[config.mk]
export PLATFORM = sky130hd
export DESIGN_NAME = aging_priority_queue
export DESIGN_NICKNAME = d
export VERILOG_FILES = /design/src/sv/apq_pkg.sv /design/src/sv/apq_cell.sv /design/src/sv/aging_priority_queue.sv
export SDC_FILE = /design/constraint.sdc
export NUM_CORES = 1
export LEC_CHECK = 0
export BUFFER_PORTS_ARGS = -buffer_cell sky130_fd_sc_hd__buf_2
export CAP_MARGIN = 25
export CORE_MARGIN = 10
export CORE_UTILIZATION = 45
export DETAILED_ROUTE_END_ITERATION = 12
export PLACE_DENSITY = 0.59
export SLEW_MARGIN = 20
export SYNTH_ARGS = -nofsm -noshare
export SYNTH_HDL_FRONTEND = slang
export SYNTH_HIERARCHICAL = 1
export SYNTH_SLANG_ARGS = --single-unit
[constraint.sdc]
create_clock -name aclk -period 13 [get_ports aclk]
set_input_delay 1.3 -clock aclk [delete_from_list [all_inputs] [get_ports aclk]]
set_output_delay 1.3 -clock aclk [all_outputs]
set_load 0.03 [all_outputs]
[src/sv/apq_pkg.sv]
// Shared types, codes and default sizes for the aging priority queue.
`default_nettype none

package apq_pkg;

    // Default sizes handed to the top level parameters.
    localparam int APQ_DEPTH     = 16;
    localparam int APQ_PRIO_BITS = 8;
    localparam int APQ_TAG_BITS  = 16;

    // Operation codes carried in the func field.
    localparam logic [1:0] FUNC_INSERT = 2'd0;
    localparam logic [1:0] FUNC_SERVE  = 2'd1;
    localparam logic [1:0] FUNC_AGE    = 2'd2;
    localparam logic [1:0] FUNC_REMOVE = 2'd3;

    // Status codes returned with every result.
    localparam logic [1:0] ST_DONE  = 2'd0;
    localparam logic [1:0] ST_FULL  = 2'd1;
    localparam logic [1:0] ST_EMPTY = 2'd2;

    // Input transaction payload.
    typedef struct packed {
        logic [1:0]  func;
        logic [15:0] entry_tag;
        logic [7:0]  entry_priority;
    } apq_in_t;

    // Result transaction payload.
    typedef struct packed {
        logic [15:0] served_tag;
        logic [15:0] head_tag;
        logic [7:0]  head_priority;
        logic [4:0]  occupancy;
        logic [1:0]  status;
    } apq_out_t;

    // Commands broadcast to every cell of the chain.
    typedef struct packed {
        logic insert;  // open a gap at the insert point and place the new entry
        logic shift;   // every cell takes its right neighbor
        logic recirc;  // the last occupied cell takes the old head with priority 0
        logic age;     // priorities moving left are aged on the way
    } apq_cell_ctrl_t;

endpackage

`default_nettype wire

[src/sv/apq_cell.sv]
// One slot of the sorted chain: holds a tag and a priority and trades with its neighbors.
`default_nettype none

module apq_cell
    import apq_pkg::*;
#(
    parameter int TAG_BITS  = APQ_TAG_BITS,
    parameter int PRIO_BITS = APQ_PRIO_BITS
) (
    input  wire logic                 aclk,
    input  wire apq_cell_ctrl_t       ctrl,
    input  wire logic                 occupied,
    input  wire logic                 is_last,
    input  wire logic                 left_ge,
    input  wire logic [TAG_BITS-1:0]  left_tag,
    input  wire logic [PRIO_BITS-1:0] left_prio,
    input  wire logic [TAG_BITS-1:0]  right_tag,
    input  wire logic [PRIO_BITS-1:0] right_prio,
    input  wire logic [TAG_BITS-1:0]  new_tag,
    input  wire logic [PRIO_BITS-1:0] new_prio,
    input  wire logic [TAG_BITS-1:0]  head_tag,
    output logic                      ge,
    output logic [TAG_BITS-1:0]       tag,
    output logic [PRIO_BITS-1:0]      prio,
    output logic [TAG_BITS-1:0]       tag_next,
    output logic [PRIO_BITS-1:0]      prio_next
);

    logic [TAG_BITS-1:0]  tag_reg;
    logic [PRIO_BITS-1:0] prio_reg;
    logic [PRIO_BITS-1:0] right_prio_aged;

    // An occupied slot whose priority is at least the new one stays ahead of it.
    assign ge = occupied && (prio_reg >= new_prio);

    // Saturating age step; a priority of zero marks an entry already served.
    always_comb begin
        if (ctrl.age && (right_prio != '0) && (right_prio != '1)) begin
            right_prio_aged = right_prio + PRIO_BITS'(1);
        end else begin
            right_prio_aged = right_prio;
        end
    end

    // Next slot contents.
    always_comb begin
        tag_next  = tag_reg;
        prio_next = prio_reg;
        if (ctrl.insert) begin
            if (ge) begin
                tag_next  = tag_reg;
                prio_next = prio_reg;
            end else if (left_ge) begin
                tag_next  = new_tag;
                prio_next = new_prio;
            end else begin
                tag_next  = left_tag;
                prio_next = left_prio;
            end
        end else if (ctrl.shift) begin
            if (ctrl.recirc && is_last) begin
                tag_next  = head_tag;
                prio_next = '0;
            end else begin
                tag_next  = right_tag;
                prio_next = right_prio_aged;
            end
        end
    end

    // Slot storage; contents are meaningful only below the entry count.
    always_ff @(posedge aclk) begin
        tag_reg  <= tag_next;
        prio_reg <= prio_next;
    end

    assign tag  = tag_reg;
    assign prio = prio_reg;

endmodule

`default_nettype wire

[src/sv/aging_priority_queue.sv]
// Top level of the aging priority queue: chain of sorted cells, entry count and result register.
//
//   Channel   Ports                     Payload     Direction
//   input     s_valid s_ready s_data    apq_in_t    in
//   result    m_valid m_ready m_data    apq_out_t   out
//
// Every operation is done by all cells comparing and shifting together,
// and the result is registered, visible in the cycle after the transaction is accepted.
// One transaction per cycle is sustained while results are taken; s_ready drops
// only while a result waits in the output register and m_ready is low.
// Reset (aresetn low, synchronous) empties the queue and the output register;
// slot contents are not cleared and are never shown while unoccupied.
`default_nettype none

module aging_priority_queue
    import apq_pkg::*;
#(
    parameter int DEPTH     = APQ_DEPTH,
    parameter int PRIO_BITS = APQ_PRIO_BITS,
    parameter int TAG_BITS  = APQ_TAG_BITS
) (
    input  wire logic     aclk,
    input  wire logic     aresetn,
    input  wire logic     s_valid,
    output logic          s_ready,
    input  wire apq_in_t  s_data,
    output logic          m_valid,
    input  wire logic     m_ready,
    output apq_out_t      m_data
);

    localparam int CNT_W = $clog2(DEPTH + 1);

    logic                 accept;
    logic                 full;
    logic                 empty;
    logic [CNT_W-1:0]     count_reg;
    logic [CNT_W-1:0]     count_next;
    apq_cell_ctrl_t       ctrl;

    logic [TAG_BITS+15:0]  in_tag_ext;
    logic [PRIO_BITS+7:0]  in_prio_ext;
    logic [TAG_BITS-1:0]   new_tag;
    logic [PRIO_BITS-1:0]  new_prio;

    logic [TAG_BITS-1:0]  cell_tag       [DEPTH];
    logic [PRIO_BITS-1:0] cell_prio      [DEPTH];
    logic [TAG_BITS-1:0]  cell_tag_next  [DEPTH];
    logic [PRIO_BITS-1:0] cell_prio_next [DEPTH];
    logic [DEPTH-1:0]     cell_ge;

    logic [TAG_BITS+15:0]  served_ext;
    logic [TAG_BITS+15:0]  head_tag_ext;
    logic [PRIO_BITS+7:0]  head_prio_ext;
    logic [CNT_W+4:0]      count_ext;
    logic [1:0]            status;
    logic                  has_served;
    apq_out_t              result;

    logic     out_valid_reg;
    apq_out_t out_data_reg;

    // Handshake and queue state flags.
    assign s_ready = !out_valid_reg || m_ready;
    assign accept  = s_valid && s_ready;
    assign full    = (count_reg == CNT_W'(DEPTH));
    assign empty   = (count_reg == '0);

    // Fit the incoming tag and priority to the stored widths.
    assign in_tag_ext  = {{TAG_BITS{1'b0}}, s_data.entry_tag};
    assign in_prio_ext = {{PRIO_BITS{1'b0}}, s_data.entry_priority};
    assign new_tag     = in_tag_ext[TAG_BITS-1:0];
    assign new_prio    = in_prio_ext[PRIO_BITS-1:0];

    // Commands for the chain.
    always_comb begin
        ctrl.insert = accept && (s_data.func == FUNC_INSERT) && !full;
        ctrl.shift  = accept && (s_data.func != FUNC_INSERT) && !empty;
        ctrl.recirc = (s_data.func == FUNC_SERVE) || (s_data.func == FUNC_AGE);
        ctrl.age    = (s_data.func == FUNC_AGE);
    end

    // The chain of slots.
    for (genvar i = 0; i < DEPTH; i++) begin : g_cell
        logic                 left_ge;
        logic [TAG_BITS-1:0]  left_tag;
        logic [PRIO_BITS-1:0] left_prio;
        logic [TAG_BITS-1:0]  right_tag;
        logic [PRIO_BITS-1:0] right_prio;

        if (i == 0) begin : g_first
            assign left_ge   = 1'b1;
            assign left_tag  = new_tag;
            assign left_prio = new_prio;
        end else begin : g_inner
            assign left_ge   = cell_ge[i-1];
            assign left_tag  = cell_tag[i-1];
            assign left_prio = cell_prio[i-1];
        end

        if (i == DEPTH - 1) begin : g_tail
            assign right_tag  = cell_tag[i];
            assign right_prio = cell_prio[i];
        end else begin : g_body
            assign right_tag  = cell_tag[i+1];
            assign right_prio = cell_prio[i+1];
        end

        apq_cell #(
            .TAG_BITS  (TAG_BITS),
            .PRIO_BITS (PRIO_BITS)
        ) u_cell (
            .aclk       (aclk),
            .ctrl       (ctrl),
            .occupied   (CNT_W'(i) < count_reg),
            .is_last    (count_reg == CNT_W'(i + 1)),
            .left_ge    (left_ge),
            .left_tag   (left_tag),
            .left_prio  (left_prio),
            .right_tag  (right_tag),
            .right_prio (right_prio),
            .new_tag    (new_tag),
            .new_prio   (new_prio),
            .head_tag   (cell_tag[0]),
            .ge         (cell_ge[i]),
            .tag        (cell_tag[i]),
            .prio       (cell_prio[i]),
            .tag_next   (cell_tag_next[i]),
            .prio_next  (cell_prio_next[i])
        );
    end

    // Entry count update.
    always_comb begin
        count_next = count_reg;
        if (ctrl.insert) begin
            count_next = count_reg + CNT_W'(1);
        end else if (ctrl.shift && (s_data.func == FUNC_REMOVE)) begin
            count_next = count_reg - CNT_W'(1);
        end
    end

    always_ff @(posedge aclk) begin
        if (!aresetn) begin
            count_reg <= '0;
        end else begin
            count_reg <= count_next;
        end
    end

    // Result fields; served tag and status use the state before, the rest the state left behind.
    always_comb begin
        if ((s_data.func == FUNC_INSERT) && full) begin
            status = ST_FULL;
        end else if ((s_data.func != FUNC_INSERT) && empty) begin
            status = ST_EMPTY;
        end else begin
            status = ST_DONE;
        end
    end

    assign has_served    = ctrl.shift;
    assign served_ext    = {{16{1'b0}}, has_served ? cell_tag[0] : {TAG_BITS{1'b0}}};
    assign head_tag_ext  = {{16{1'b0}},
                            (count_next != '0) ? cell_tag_next[0] : {TAG_BITS{1'b0}}};
    assign head_prio_ext = {{8{1'b0}},
                            (count_next != '0) ? cell_prio_next[0] : {PRIO_BITS{1'b0}}};
    assign count_ext     = {5'b0, count_next};

    always_comb begin
        result.served_tag    = served_ext[15:0];
        result.head_tag      = head_tag_ext[15:0];
        result.head_priority = head_prio_ext[7:0];
        result.occupancy     = count_ext[4:0];
        result.status        = status;
    end

    // Output register; a waiting result does not block a new transaction that
    // is accepted in the same cycle the result is taken.
    always_ff @(posedge aclk) begin
        if (!aresetn) begin
            out_valid_reg <= 1'b0;
        end else if (accept) begin
            out_valid_reg <= 1'b1;
        end else if (m_ready) begin
            out_valid_reg <= 1'b0;
        end
    end

    always_ff @(posedge aclk) begin
        if (accept) begin
            out_data_reg <= result;
        end
    end

    assign m_valid = out_valid_reg;
    assign m_data  = out_data_reg;

    // The entry count never passes the number of slots.
    a_count_bound: assert property (@(posedge aclk) disable iff (!aresetn)
        count_reg <= CNT_W'(DEPTH))
        else $error("entry count exceeds queue depth");

    // A successful insert adds exactly one entry.
    a_insert_grows: assert property (@(posedge aclk) disable iff (!aresetn)
        ctrl.insert |=> (count_reg == $past(count_reg) + CNT_W'(1)))
        else $error("insert did not add one entry");

    // Serving and aging recirculate the head, so the count is unchanged.
    a_serve_keeps: assert property (@(posedge aclk) disable iff (!aresetn)
        (ctrl.shift && ctrl.recirc) |=> (count_reg == $past(count_reg)))
        else $error("serve changed the entry count");

    // Every accepted transaction yields a result in the next cycle.
    a_result_follows: assert property (@(posedge aclk) disable iff (!aresetn)
        accept |=> m_valid)
        else $error("accepted transaction produced no result");

endmodule

`default_nettype wire

==> results.cfg <==
[status]
status = finished, final reports clean

[synth]
synth_nets = 4557
synth_common_cells = mux2i_1 (411), dfxtp_1 (390), mux2_2 (335)
synth-edff-count = 47
ys.flop_type = dfxtp_1
ys_seq_elements = 437
avgSynthCellArea_sq_um = 8.41
netlist_top_cells_area = dfxtp_1 (21%), mux2i_1 (11%), mux2_2 (10%)
syn_area_sq_um = 36700
synth_most_common_cell = mux2i_1
yosysWarnings = 6
synthDistinctLibCells = 88
synth_top_area_cell = dfxtp_1
syn_inst = 4359
seq_area_frac_synth = 0.251
async_reset_ff_frac = 0
synth_top_area_frac = 0.213

[setup_path]
cpMostUsedCell = buf_4
crit_family = buffers and inverters
worstPathRequired_ns = 13.54
path_class = flip-flop to flip-flop
endpoint_kind = flip-flop
reg2reg_depth = 12
crit_start = count_reg[0]
cp-start-kind = flip-flop
r2r-end = g_cell[7].u_cell/prio[1]
crit_fanout = 73
endpoint = g_cell[7].u_cell/prio[1]
reg2reg_slack_ns = 7.94
reg2reg_from = count_reg[0]
cp.depth = 12
max_stage_delay_ns = 0.64
crit_buf_inv = 5
slowest_stage = dfxtp_1
cp.arrival_ns = 5.60
worstPathCellList = inv_1 > ha_1 > nor4b_4 > nor3_2 > buf_4 > buf_4 > buf_4 > inv_2 > a21oi_1 > nand2_1 > or2_2 > a32oi_1

[placement]
portBuffers = 78
place_area_sq_um = 37600
dp_hpwl_um = 84000
place_congestion = 0.861
place_ws_ns = 7.55

[route]
remaining_drc_errors = 0
drt-wirelength-per-cell_um = 23.9
drt_first_pass_iters = 6
drt_wl_total_um = 128000
drt-vias-per-instance = 6.44
drt_iter0_drc = 3203
num_vias = 34515
drtAntennaViolNets = 0

[sta]
slew_violations = 0
timing.fmax_mhz = 198
period_minus_slack_ns = 5.06
clock_skew_ns = 0.0421
period_share = 0.389
finalSetupViolCount = 0
relSlewSlack = 0.252
hold_viol_final = 0
tns_ns = 0
worst_slew_pin_slew_ns = 1.11
rsz0062_at_grt = no
worst_slack_ns = 7.94

[grt]
grt_use_met2 = 0.422
grt_pass1_wl_um = 197000
grt_max_degree = 201
met3_usage = 0.0311
grt.overflow.total = 0
gr-usage-met1 = 0.344
grt_pass1_vias = 32346
grt_util_all_layers = 0.260
busiest_layer = met2
antenna_found_initial = 3

[cts]
cts-root-buf = clkbuf_16
cts_sinks = 437
htreeDepth = 2
post_cts_buffers = 0
cts-hold-fix-buffers = 0
clk_latency_ns = 0.65
clkSlewWorstSetupHoldPaths_ns = 0.06
numCtsBuffers = 55
clock_path_buffers = 3
cts_tree = built
ctsResizeCount = 0

[power_and_ir_drop]
pwr-share-clk = 0.192
intPower_w = 0.00471
power-per-cell-area_nw_per_um2 = 211
p_comb_frac = 0.435
ir_drop_mv = 0.115
power_leakage_nw = 17.7
seqPwrFrac = 0.373
p_sw_frac = 0.437
p_switching_w = 0.00365

[floorplan]
start_util = 0.454
std_cell_rows = 104
core_sq_um = 80700
die-height_um = 305
io-pin-count = 79
die_w_um = 305
die-area_sq_um = 93300

[cells_and_area]
nets = 4453
n_fill_cell = 7875
area_growth_syn_to_layout_pct = 7.88
drive_above_1_share = 0.157
final_cell_area_sq_um = 39500
multi_input_area_sq_um = 24900
diodes = 0
largest_register_ff_count = 256
regArea_sq_um = 9220

[hold_path]
hold_class = flip-flop to flip-flop

[flow_run]
drv_cap = 0
[cells in the final DEF (no fill, tap or decap), types with 20 or more instances in the layout]
cell       synthesis  layout
mux2i_1          411     411
dfxtp_1          390     390
mux2_2           335     335
nand2_1          324     324
nor2_1           316     315
nand3_1          315     315
inv_1            255     254
o21ai_1          243     243
a311o_1          231     231
ha_1             168     166
a21oi_1          148     148
buf_2             40      78
buf_4             29      77
clkbuf_16          0      55
xnor2_1           54      54
o211ai_1          53      53
o21ai_0           52      52
a22oi_1           52      52
nand4_1           49      49
edfxtp_1          47      47
and3_1            46      45
a21o_1            41      41
a211oi_1          38      38
nor2b_1           34      34
and2_1            32      32
o2111ai_1         30      30
a31oi_1           25      25
a221oi_1          25      25
inv_2             21      22
nand4b_1          21      21
a32oi_1           20      20
[logic make-up (layout without fill, tap and decap cells)]
group | Yosys count | after routing | synth area share
XOR/XNOR | 68 | 68 | 0.0167
buffers and inverters | 605 | 542 | 0.0698
AO/OA/AOI/OAI | 1101 | 1101 | 0.228
flip-flops | 437 | 437 | 0.251
other | 1 | 1 | 0.000102
multiplexers | 746 | 746 | 0.215
AND/OR/NAND/NOR | 1233 | 1233 | 0.161
adder cells (fa/ha/maj) | 168 | 168 | 0.0573
[power groups by stage]
stage / clock network (W) / registers (W) / logic (W)
finish: 0.00161 / 0.00311 / 0.00364
detailed placement: 0 / 0.00311 / 0.00358
global route: 0.00168 / 0.00322 / 0.00404
floorplan: 0 / 0.00273 / 0.00273
global placement: 0 / 0.00312 / 0.00350
CTS: 0.00163 / 0.00309 / 0.00360
[worst min-delay path by stage]
stage                     cells after the start  slack [ns]                 startpoint                        end
after floorplan                               2        0.43   g_cell[3].u_cell/tag[14]   g_cell[3].u_cell/tag[14]
after global placement                        2        0.45   g_cell[1].u_cell/tag[14]   g_cell[1].u_cell/tag[14]
after detailed placement                      2        0.45  g_cell[15].u_cell/tag[14]  g_cell[15].u_cell/tag[14]
after CTS                                     2        0.46  g_cell[15].u_cell/tag[14]  g_cell[15].u_cell/tag[14]
after global routing                          2        0.49   g_cell[1].u_cell/tag[14]   g_cell[1].u_cell/tag[14]
final                                         2        0.46  g_cell[15].u_cell/tag[14]  g_cell[15].u_cell/tag[14]
[routing by layer]
layer  wire length [um]  share of wire  up-vias
li1                   -              -    16173
met1              56000           0.44    16773
met2              59000           0.46     1256
met3               7580          0.059      313
met4               5710          0.045        0
met5                  0              0        -
[tightest hold or removal path, cell delays in order (launching register included)]
cell	delay, ns
dfxtp_1	0.32
inv_1	0.05
a21oi_1	0.05
[metrics by stage]
stage | std cells | hold slack (ns) | util | power (W)
after global routing | 5356 | 0.485 | 0.490 | 0.00894
after detailed placement | 5255 | 0.455 | 0.466 | 0.00669
after floorplan | 4359 | 0.430 | - | 0.00546
after global placement | 5252 | 0.451 | 0.465 | 0.00662
after CTS | 5353 | 0.464 | 0.489 | 0.00831
final | 5356 | 0.462 | 0.490 | 0.00836
[layout make-up]
class / count / share of cell area
multi-input cells: 3317 / 0.631
flip-flops and latches: 437 / 0.233
clock buffers: 73 / 0.0378
well taps: 1060 / 0.0335
repair buffers: 163 / 0.0297
inverters: 281 / 0.0267
clock inverters: 25 / 0.00861
Note: power is estimated with default switching activity, not from simulation.
